==> src/rtl/dct4_pkg.sv <==
// Shared types and fixed field widths for the dominant color top-4 block.
// No dependencies; imported by every module of the block.
package dct4_pkg;

    localparam int COLOUR_W  = 24;  // {blue, green, red}, red in the low byte
    localparam int RANK_W    = 2;
    localparam int IDX_OUT_W = 8;
    localparam int CNT_OUT_W = 24;
    localparam int S_TDATA_W = 24;
    localparam int M_TDATA_W = 64;

    typedef logic [COLOUR_W-1:0] colour_t;

    // Pixel moving down the cell chain
    typedef struct packed {
        logic    valid;
        colour_t colour;
    } pix_t;

endpackage

==> src/rtl/dct4_topk.sv <==
// Ranked insertion list: keeps the TOP_K largest counts seen during a scan,
// earlier entries winning ties, and pops them out in rank order. Depends on dct4_pkg.
module dct4_topk
    import dct4_pkg::*;
#(
    parameter int TOP_K      = 4,
    parameter int COUNT_BITS = 24,
    parameter int IDX_W      = 8
) (
    input  logic                  aclk,
    input  logic                  aresetn,
    input  logic                  ins_en,
    input  logic [COUNT_BITS-1:0] ins_count,
    input  logic [IDX_W-1:0]      ins_idx,
    input  colour_t               ins_colour,
    input  logic                  pop_en,
    output logic                  head_valid,
    output logic [COUNT_BITS-1:0] head_count,
    output logic [IDX_W-1:0]      head_idx,
    output colour_t               head_colour
);

    logic                  bv_reg  [TOP_K];
    logic                  bv_next [TOP_K];
    logic [COUNT_BITS-1:0] bc_reg  [TOP_K];
    logic [COUNT_BITS-1:0] bc_next [TOP_K];
    logic [IDX_W-1:0]      bi_reg  [TOP_K];
    logic [IDX_W-1:0]      bi_next [TOP_K];
    colour_t               bcol_reg  [TOP_K];
    colour_t               bcol_next [TOP_K];
    logic                  beat    [TOP_K];

    always_comb begin
        // list is sorted descending with empties at the tail, so beat is 0..0 1..1
        for (int k = 0; k < TOP_K; k++) begin
            beat[k] = !bv_reg[k] || (ins_count > bc_reg[k]);
        end

        bv_next   = bv_reg;
        bc_next   = bc_reg;
        bi_next   = bi_reg;
        bcol_next = bcol_reg;

        if (pop_en) begin
            for (int k = 0; k < TOP_K - 1; k++) begin
                bv_next[k]   = bv_reg[k+1];
                bc_next[k]   = bc_reg[k+1];
                bi_next[k]   = bi_reg[k+1];
                bcol_next[k] = bcol_reg[k+1];
            end
            bv_next[TOP_K-1] = 1'b0;
        end else if (ins_en) begin
            if (beat[0]) begin
                bv_next[0]   = 1'b1;
                bc_next[0]   = ins_count;
                bi_next[0]   = ins_idx;
                bcol_next[0] = ins_colour;
            end
            for (int k = 1; k < TOP_K; k++) begin
                if (beat[k]) begin
                    if (beat[k-1]) begin
                        bv_next[k]   = bv_reg[k-1];
                        bc_next[k]   = bc_reg[k-1];
                        bi_next[k]   = bi_reg[k-1];
                        bcol_next[k] = bcol_reg[k-1];
                    end else begin
                        bv_next[k]   = 1'b1;
                        bc_next[k]   = ins_count;
                        bi_next[k]   = ins_idx;
                        bcol_next[k] = ins_colour;
                    end
                end
            end
        end
    end

    always_ff @(posedge aclk) begin
        if (!aresetn) begin
            for (int k = 0; k < TOP_K; k++) begin
                bv_reg[k] <= 1'b0;
            end
        end else begin
            bv_reg <= bv_next;
        end
    end

    always_ff @(posedge aclk) begin
        bc_reg   <= bc_next;
        bi_reg   <= bi_next;
        bcol_reg <= bcol_next;
    end

    assign head_valid  = bv_reg[0];
    assign head_count  = bc_reg[0];
    assign head_idx    = bi_reg[0];
    assign head_colour = bcol_reg[0];

endmodule

==> config.mk <==
export PLATFORM = sky130hd
export DESIGN_NAME = dct4_topk
export DESIGN_NICKNAME = d
export VERILOG_FILES = /design/src/rtl/dct4_pkg.sv /design/src/rtl/dct4_topk.sv
export SDC_FILE = /design/constraint.sdc
export NUM_CORES = 1
export LEC_CHECK = 0
export BUFFER_PORTS_ARGS = -buffer_cell sky130_fd_sc_hd__buf_2
export CAP_MARGIN = 0
export CORE_MARGIN = 2
export CORE_UTILIZATION = 55
export CTS_CLUSTER_DIAMETER = 200
export DETAILED_ROUTE_END_ITERATION = 8
export PLACE_DENSITY = 0.74
export SYNTH_ARGS = -nofsm -noshare
export SYNTH_HDL_FRONTEND = slang
export SYNTH_SLANG_ARGS = --single-unit
==> constraint.sdc <==
create_clock -name aclk -period 11 [get_ports aclk]
set_input_delay 0.55 -clock aclk [delete_from_list [all_inputs] [get_ports aclk]]
set_output_delay 0.55 -clock aclk [all_outputs]
set_load 0.01 [all_outputs]
==> impl_results.md <==
- Status: completed
- Placer Congestion: 0.831
- Max FO, Critical Path: 37
- Dpl hpwl: 20.4 mm
- Slew HR: 26.7%
- CTS Root Cell: clkbuf_16
- # hold bufs at CTS: 0
- Port-buffer cells: 116
- # clock sinks: 228
- Tcrit/Tclk final: 38.0%
- Sequential share of power: 47.6%
- Die W: 160 um
- NumNets Final: 1,319
- Worst clock skew: 0.00906 ns
- H-tree level count: 1
- Flops & latches, synth: 228
- Worst path arrival time: 4.43 ns
- Fillers: 2,009
- Internal power: 1.74 mW
- Pre-Repair DR Iteration Count: 5
- Die outline height: 160 um
- Slew Limit Fails: 0
- Crit end category: flip-flop
- Post-route ant nets: 0
- Clock power share: 34.8%
- First-pass GRT wire length: 52.2 mm
- Final Total Pwr: 2.41 mW
- Initial Util: 55.5%
- Final WL: 33.2 mm
- Pleak: 5.87 nW
- Final setup vio count: 0
- GR Overflow Total: 0
- Most common cell after layout, fill and taps aside: edfxtp_1
- Post-synth cell types: 48
- Net Sw Power: 0.663 mW
- Clock Tree Buf Depth: 3
- Switch share: 27.5%
- Total track usage: 25.5%
- Post-Route Setup TNS: 0 ns
- Worst-path cell chain: inv_1 -> ha_1 -> a21oi_1 -> o21ai_0 -> a2111oi_0 -> o211ai_1 -> o21ai_4 -> buf_4 -> mux2i_1 -> o21ai_0
- Asr flop ratio synth: 0%
- Critical Path RT: 11.25 ns
- Total CTS buffers: 26
- Worst Setup Path Type: flip-flop to flip-flop
- Logic gate share of total power: 17.5%
- Slowest-stage cell, CP: o21ai_4
- Number of global-route vias before repair: 9,382
- Clock Latency Late Sink: 0.54 ns
- Most used cells in the layout excluding fill and tap cells: edfxtp_1 (224), buf_2 (115), inv_1 (96), ha_1 (96), nand2_1 (95)
- Seq/Total Area, Yosys: 50.9%
- Worst slew pin tran: 1.10 ns
- TritonCTS clock tree: done
- Core Rows: 57
- CP max stage delay: 0.88 ns
- Mapped Cells: 1,125
- Peak supply drop: 0.0930 mV
- Vias: 9,418
- Vias/cell: 6.24
- Maximum number of pins on one net before global-route repair: 105
- Io pins: 117
- Drt drc: 0
- Peak Freq: 239 MHz
- CP Launch Type: flip-flop
- HP Class: input port to flip-flop
- Syn nets: 1,281
- Wire per inst: 22.0 um
- PD cells: 165 nW/um^2
- Syn Area/Cell: 11.9 um^2
- Hold Vio Cnt, Final: 0
- Minimum clock period after layout: 4.18 ns
- Die area: 25,600 um^2
- Crit path buffers/inverters: 2
- Synth-to-Final Area Change: 9.19%
- Post-synth top flop: edfxtp_1
- Crit-path leading delay family: compound AO/OA/AOI/OAI gates
- Share of cells above drive strength 1: 19.9%
- Initial antenna violation count: 2
- Mapped Area: 13,400 um^2
- First DRT Iteration DRCs: 831
- Yosys Warn Count: 0
- Cell repeated most along the worst path: o21ai_0
- Setup Buffers After CTS: 0
- Clock transition at path regs: 0.06 ns
- Max_cap viols: 0
- EDFF count, synth: 224
- Cts repair resizes: 0
- Core ar.: 24,100 um^2
- RSZ-0062 raised after global routing: no
worst reg2reg max path, delay by kind of cell (launching register included):
family / cells / cell delay [ns]
compound gates: 6 / 2.10
fa+ha+maj: 1 / 0.24
buf+inv: 2 / 0.84
flops: 1 / 0.40
mux: 1 / 0.32
final cells by class:
type | count | area (um^2) | area share (%)
clock inverter | 10 | 86.3 | 0.591
timing repair buffer | 127 | 666 | 4.56
sequential | 228 | 6810 | 46.6
antenna | 2 | 5.00 | 0.0343
inverter | 97 | 364 | 2.49
multi-input combinational | 683 | 5540 | 38.0
clock buffer | 38 | 726 | 4.97
tap | 324 | 405 | 2.78
cell usage after synthesis (all sizes together), types with 5 or more instances:
master	n	area, um^2
nand2	96	360
buf	79	594
inv	97	364
a21o	6	45.0
a22o	65	569
edfxtp	224	6730
o21ai	102	510
mux2	56	739
o22ai	23	144
a21oi	33	165
nor2b	5	31.3
clkbuf	38	143
nor2	13	48.8
mux2i	57	571
a2111oi	5	43.8
nand3	11	55.1
a221o	56	561
ha	96	1200
nor3	5	30.0
nand4	17	106
metrics by stage:
step / hold WS (ns) / utilization [%] / worst slack [ns] / instance area (um^2) / cells
after global routing: 0.329 / 60.6 / 6.67 / 14600 / 1508
after floorplan: 0.490 / - / 4.34 / 13400 / 1125
after detailed placement: 0.538 / 57.2 / 6.58 / 13800 / 1459
after global placement: 0.527 / 57.2 / 6.58 / 13800 / 1459
final: 0.319 / 60.6 / 6.82 / 14600 / 1509
after CTS: 0.307 / 60.5 / 6.90 / 14600 / 1507
worst paths after layout:
path	startpoint	to	slack, ns	depth (start not counted)
max reg2reg	head_count[9]$_DFFE_PP_	bcol_reg[51]$_DFFE_PP_	6.82	10
min reg2reg	bv_reg[1]$_SDFFE_PN0P_	bv_reg[1]$_SDFFE_PN0P_	0.54	2
max	head_count[9]$_DFFE_PP_	bcol_reg[51]$_DFFE_PP_	6.82	10
min	aresetn	head_valid$_SDFFE_PN0P_	0.32	3
logic make-up after synthesis:
group | count (synthesis) | synth area share, %
muxes | 113 | 9.80
and+or+nand+nor | 159 | 5.34
AOI/OAI and AO/OA | 315 | 16.7
buffers and inverters | 214 | 8.23
DFF | 228 | 50.9
adders and majority gates | 96 | 8.98
metal layers:
layer  track usage [%]  wire length (um)  up-vias
li1                  -                 -     4337
met1              37.1             14700     4653
met2              40.7             15600      383
met3              3.74              2400       45
met4              5.98               527        0
met5                 0                 0        -
power groups by stage:
stage               Sequential [mW]  Clock (mW)  Combinational (mW)
detailed placement             1.16           0               0.418
global route                   1.16       0.876               0.466
floorplan                      1.14           0               0.316
finish                         1.15       0.839               0.422
CTS                            1.15       0.849               0.420
global placement               1.16           0               0.404
(Power assumes the default switching activity.)
