## src/rtl/dct4_pkg.sv

```systemverilog
// Shared types and fixed field widths for the dominant color top-4 block.
// No dependencies; imported by every module of the block.
package dct4_pkg;

    localparam int COLOUR_W  = 24;  // {blue, green, red}, red in the low byte
    localparam int RANK_W    = 2;
    localparam int IDX_OUT_W = 8;
    localparam int CNT_OUT_W = 24;
    localparam int S_TDATA_W = 24;
    localparam int M_TDATA_W = 64;

    typedef logic [COLOUR_W-1:0] colour_t;

    // Pixel moving down the cell chain
    typedef struct packed {
        logic    valid;
        colour_t colour;
    } pix_t;

endpackage

```

## src/rtl/dct4_cell.sv

```systemverilog
// One histogram cell: holds one table entry (color, count) and one pixel stage.
// Depends on dct4_pkg.
module dct4_cell
    import dct4_pkg::*;
#(
    parameter int COUNT_BITS = 24
) (
    input  logic                  aclk,
    input  logic                  aresetn,
    input  logic                  shift_en,
    input  pix_t                  pix_in,
    output pix_t                  pix_out,
    input  logic                  nb_valid,
    input  colour_t               nb_colour,
    input  logic [COUNT_BITS-1:0] nb_count,
    output logic                  ent_valid,
    output colour_t               ent_colour,
    output logic [COUNT_BITS-1:0] ent_count
);

    localparam logic [COUNT_BITS-1:0] CNT_ONE = COUNT_BITS'(1);
    localparam logic [COUNT_BITS-1:0] CNT_MAX = {COUNT_BITS{1'b1}};

    logic                  valid_reg, valid_next;
    colour_t               colour_reg, colour_next;
    logic [COUNT_BITS-1:0] count_reg, count_next;
    logic                  pix_valid_reg, pix_valid_next;
    colour_t               pix_colour_reg, pix_colour_next;
    logic                  hit, take;

    always_comb begin
        hit  = pix_in.valid && valid_reg && (colour_reg == pix_in.colour);
        take = pix_in.valid && !valid_reg;

        valid_next  = valid_reg;
        colour_next = colour_reg;
        count_next  = count_reg;
        if (shift_en) begin
            // report scan: entries move toward cell 0, empties come in at the far end
            valid_next  = nb_valid;
            colour_next = nb_colour;
            count_next  = nb_count;
        end else if (take) begin
            valid_next  = 1'b1;
            colour_next = pix_in.colour;
            count_next  = CNT_ONE;
        end else if (hit && (count_reg != CNT_MAX)) begin
            count_next = count_reg + CNT_ONE;
        end

        pix_valid_next  = pix_in.valid && !hit && !take;
        pix_colour_next = pix_in.colour;
    end

    always_ff @(posedge aclk) begin
        if (!aresetn) begin
            valid_reg     <= 1'b0;
            pix_valid_reg <= 1'b0;
        end else begin
            valid_reg     <= valid_next;
            pix_valid_reg <= pix_valid_next;
        end
    end

    always_ff @(posedge aclk) begin
        colour_reg     <= colour_next;
        count_reg      <= count_next;
        pix_colour_reg <= pix_colour_next;
    end

    assign pix_out    = '{valid: pix_valid_reg, colour: pix_colour_reg};
    assign ent_valid  = valid_reg;
    assign ent_colour = colour_reg;
    assign ent_count  = count_reg;

endmodule

```

## config.mk

```make
export PLATFORM = sky130hd
export DESIGN_NAME = dct4_cell
export DESIGN_NICKNAME = d
export VERILOG_FILES = /design/src/rtl/dct4_pkg.sv /design/src/rtl/dct4_cell.sv
export SDC_FILE = /design/constraint.sdc
export NUM_CORES = 1
export LEC_CHECK = 0
export ABC_AREA = 1
export BUFFER_PORTS_ARGS = -buffer_cell sky130_fd_sc_hd__buf_2
export CORE_MARGIN = 8
export CORE_UTILIZATION = 48
export CTS_CLUSTER_DIAMETER = 30
export DETAILED_ROUTE_END_ITERATION = 16
export PLACE_DENSITY = 0.9
export SLEW_MARGIN = 20
export SYNTH_ARGS = -nofsm -noshare
export SYNTH_HDL_FRONTEND = slang
export SYNTH_SLANG_ARGS = --single-unit
```

## constraint.sdc

```tcl
create_clock -name aclk -period 3.1 [get_ports aclk]
set_clock_uncertainty 0.15 [all_clocks]
set_input_delay 0 -clock aclk [delete_from_list [all_inputs] [get_ports aclk]]
set_output_delay 0 -clock aclk [all_outputs]
set_load 0.02 [all_outputs]
```

==> run summary <==
SYNTH
----------------------------------------------------------------------------------------
Post-synthesis cell type count                                                        31
Share of flip-flops with an asynchronous set or reset after synthesis                  0
Most common cell in the netlist                                             sky130_fd_sc_hd__nand2_1
Ys Warns                                                                               0
Post-Synth XOR/XNOR Area                                                          0.0501
Share of synthesized area occupied by flip-flops and latches                       0.561
Synthesized area divided by synthesized cell count                             8.63 um^2
Adder-cell share of the synthesized area                                         0.00358
Main area contributors after synthesis                                      sky130_fd_sc_hd__edfxtp_1, sky130_fd_sc_hd__nand2_1, sky130_fd_sc_hd__dfxtp_1
Main combinational cell family by area after synthesis                      simple AND/OR/NAND/NOR gates
Complex-gate fraction of the synthesized area                                     0.0641
Count of state elements after synthesis                                               74
Gate count of the mapped netlist                                                     405
Commonest cells in the synthesized netlist                                  sky130_fd_sc_hd__nand2_1, sky130_fd_sc_hd__edfxtp_1, sky130_fd_sc_hd__inv_1
Number of flops mapped to enable cells by yosys                                       48
Most common flop cell mapped by yosys                                       sky130_fd_sc_hd__edfxtp_1
Syn nets                                                                             483
Portion of synthesized cell area occupied by the leading cell type                 0.412
Cell area after synthesis                                                      3490 um^2
Dominant cell type by area after synthesis                                  sky130_fd_sc_hd__edfxtp_1
Simple-gate area share of the yosys netlist                                        0.271
Post-synthesis mux area share                                                          0

POWER
----------------------------------------------------------------------------------------
Leak                                                                             2.58 nW
Internal portion of total power                                                  1.85 mW
Total design power                                                               2.63 mW
Share of total power in the clock network                                          0.324
Sequential power share                                                             0.467
Maximum vdd drop                                                                0.287 mV
Sw frac                                                                            0.294
Combinational fraction of design power                                             0.210
Power spent charging and discharging nets                                       0.772 mW
Power density over cell area                                                 493 nW/um^2

ROUTE
----------------------------------------------------------------------------------------
Average wire length per cell after detail routing                                16.9 um
Number of search-and-repair iterations in the first detailed-routing pass              5
Routed wire length                                                              12500 um
Routed Antenna Nets                                                                    0
Total number of vias                                                                3758
Post-route DRC violation count                                                         0
Via count normalized by instance count                                              5.09
Initial DRC count                                                                    168

GLOBAL ROUTING
----------------------------------------------------------------------------------------
GR Overflow Total                                                                      0
First-pass GRT wire length                                                      19300 um
Vias in the first global route                                                      3878
Number of antenna violations at the first check in global routing                      1
Overall routing resource usage                                                     0.241
Largest net degree at the start of global routing                                     54

DIE
----------------------------------------------------------------------------------------
Starting density of the core                                                       0.490
Die footprint                                                                 10300 um^2
I/O pins                                                                             151
Height of the die                                                                 101 um
Floorplan Core Area                                                            7140 um^2
Die width                                                                         101 um
Number of rows created at floorplan                                                   31

LAYOUT
----------------------------------------------------------------------------------------
Net count of the finished layout                                                     712
Fin util                                                                           0.746
Share of final-layout standard cells stronger than drive strength 1                0.291
Post-Layout Cell Count                                                               739
Post-synthesis to final-layout area growth                                         52.3%

JOB
----------------------------------------------------------------------------------------
# Max-Cap Violations                                                                   0

CLOCK TREE
----------------------------------------------------------------------------------------
Clock latency on the worst-skew pair                                             0.35 ns
Clock tree sinks                                                                      74
Master cell of the clock root buffer                                        sky130_fd_sc_hd__clkbuf_8
Clock-pin slew on the worst setup and hold paths                                 0.08 ns
Number of clock buffers inserted by TritonCTS                                          9
CTS tree                                                                             yes
Post-cts resize count                                                                  0
Buffers inserted by post-CTS timing repair                                             0
Hold buffer count at cts                                                              75
Number of H-tree levels                                                                3
Buffers from clock root to sink, at most                                               2

WORST SETUP PATH
----------------------------------------------------------------------------------------
Number of cells on the worst reg-to-reg path                                           9
Category of the most critical setup path                                    register to register
Critical path data required time                                                 2.98 ns
Worst Setup EP                                                              ent_count[15]
R2R Path Start                                                              ent_count[0]
Critical path launch point type                                                 register
End of the worst register-to-register path                                  ent_count[15]
Nature of the critical path endpoint                                            register
R2R setup slack                                                                  0.68 ns
Critical path peak fanout                                                             15
Crit path DAT                                                                    2.30 ns
Critical path launch point                                                  ent_count[0]

PLACE
----------------------------------------------------------------------------------------
Number of port buffers                                                               150
Number of placed cells counting well taps                                            647
HPWL reported at the end of detailed placement                                   7700 um
Gp weighted congestion                                                             0.852

STA
----------------------------------------------------------------------------------------
Worst-margin pin slew                                                           0.556 ns
Maximum clock frequency                                                          413 MHz
Post-Route Hold Slack                                                          0.0726 ns
Final Hold Fails                                                                       0
Min cycle time layout                                                            2.42 ns
Remaining max-slew budget at the tightest pin                                      0.629
Number of pins exceeding their max-slew limit in the final report                      0
Setup repair after global routing missed its margin                                false
Setup TNS                                                                           0 ns
Post-route fraction of the period consumed by the critical path                    0.780
Final number of setup-violating endpoints                                              0

WORST HOLD PATH
----------------------------------------------------------------------------------------
Hold path cells                                                                        4
Worst Hold Class                                                            primary input to register

STATUS
----------------------------------------------------------------------------------------
Run status                                                                  finished clean

==> worst min-delay path by stage <==
stage | slack [ns] | start | endpoint
2_1_floorplan | -0.12 | pix_in[0] | pix_colour_reg[0]
3_3_place_gp | -0.02 | pix_in[21] | pix_colour_reg[21]
3_5_place_dp | -0.02 | pix_in[10] | pix_colour_reg[10]
4_1_cts | 0.05 | shift_en | ent_valid
5_1_grt | 0.10 | shift_en | ent_colour[22]
6_report | 0.07 | shift_en | ent_valid
==> cells in the final DEF, fill, tap and decap left out, types with 5 or more instances in the layout <==
master,instances
sky130_fd_sc_hd__nand2_1,167
sky130_fd_sc_hd__buf_2,150
sky130_fd_sc_hd__dlygate4sd3_1,75
sky130_fd_sc_hd__edfxtp_1,48
sky130_fd_sc_hd__inv_1,31
sky130_fd_sc_hd__nor2_1,28
sky130_fd_sc_hd__dfxtp_1,26
sky130_fd_sc_hd__o21ai_0,22
sky130_fd_sc_hd__xnor2_1,12
sky130_fd_sc_hd__clkbuf_8,10
sky130_fd_sc_hd__xor2_1,8
sky130_fd_sc_hd__a21oi_1,7
sky130_fd_sc_hd__nand3_1,7
sky130_fd_sc_hd__nor3_1,6
sky130_fd_sc_hd__o21ai_1,5
==> critical path, stage by stage (launching register included) <==
cell,delay (ns)
sky130_fd_sc_hd__edfxtp_1,0.46
sky130_fd_sc_hd__ha_1,0.27
sky130_fd_sc_hd__nand3_2,0.12
sky130_fd_sc_hd__inv_1,0.07
sky130_fd_sc_hd__nand2_2,0.10
sky130_fd_sc_hd__nor2_4,0.07
sky130_fd_sc_hd__nand4_1,0.08
sky130_fd_sc_hd__nand4_1,0.12
sky130_fd_sc_hd__nand2_1,0.35
sky130_fd_sc_hd__buf_4,0.33
==> cell type report <==
cell class,count,area (um^2)
Sequential cell,74,1960
Tap cell,99,124
Clock inverter,6,87.6
Antenna cell,1,2.50
Timing Repair Buffer,229,1530
Multi-Input combinational cell,288,1360
Fill cell,479,1810
Clock buffer,10,138
Inverter,32,120
==> cells by family after synthesis <==
kind of cell    Yosys count
simple gates            226
flops                    74
buf+inv                  43
compound gates           41
xor+xnor                 20
fa+ha+maj                 1
==> power by group through the flow <==
| stage | Sequential, mW | Combinational [mW] | Clock [mW] |
|---|---|---|---|
| 3_3_place_gp | 1.24 | 0.447 | 0 |
| 2_1_floorplan | 1.34 | 0.170 | 0 |
| 6_report | 1.23 | 0.551 | 0.850 |
| 3_5_place_dp | 1.24 | 0.461 | 0 |
| 4_1_cts | 1.22 | 0.536 | 0.860 |
| 5_1_grt | 1.24 | 0.597 | 0.895 |
==> per-stage QoR <==
step | instance area, um^2 | setup slack, ns
6_report | 5320 | 0.681
3_3_place_gp | 4350 | 0.843
2_1_floorplan | 3490 | 0.775
4_1_cts | 5320 | 0.684
5_1_grt | 5320 | 0.534
3_5_place_dp | 4350 | 0.693
==> routing by layer <==
| metal | GRT usage | routed length (um) | vias up |
|---|---|---|---|
| met5 | 0 | 0 | - |
| met4 | 0.112 | 394 | 0 |
| met3 | 0.0653 | 1220 | 32 |
| met2 | 0.434 | 6370 | 206 |
| met1 | 0.255 | 4510 | 1754 |
| li1 | - | - | 1766 |
Note: power is estimated with default switching activity, not from simulation.
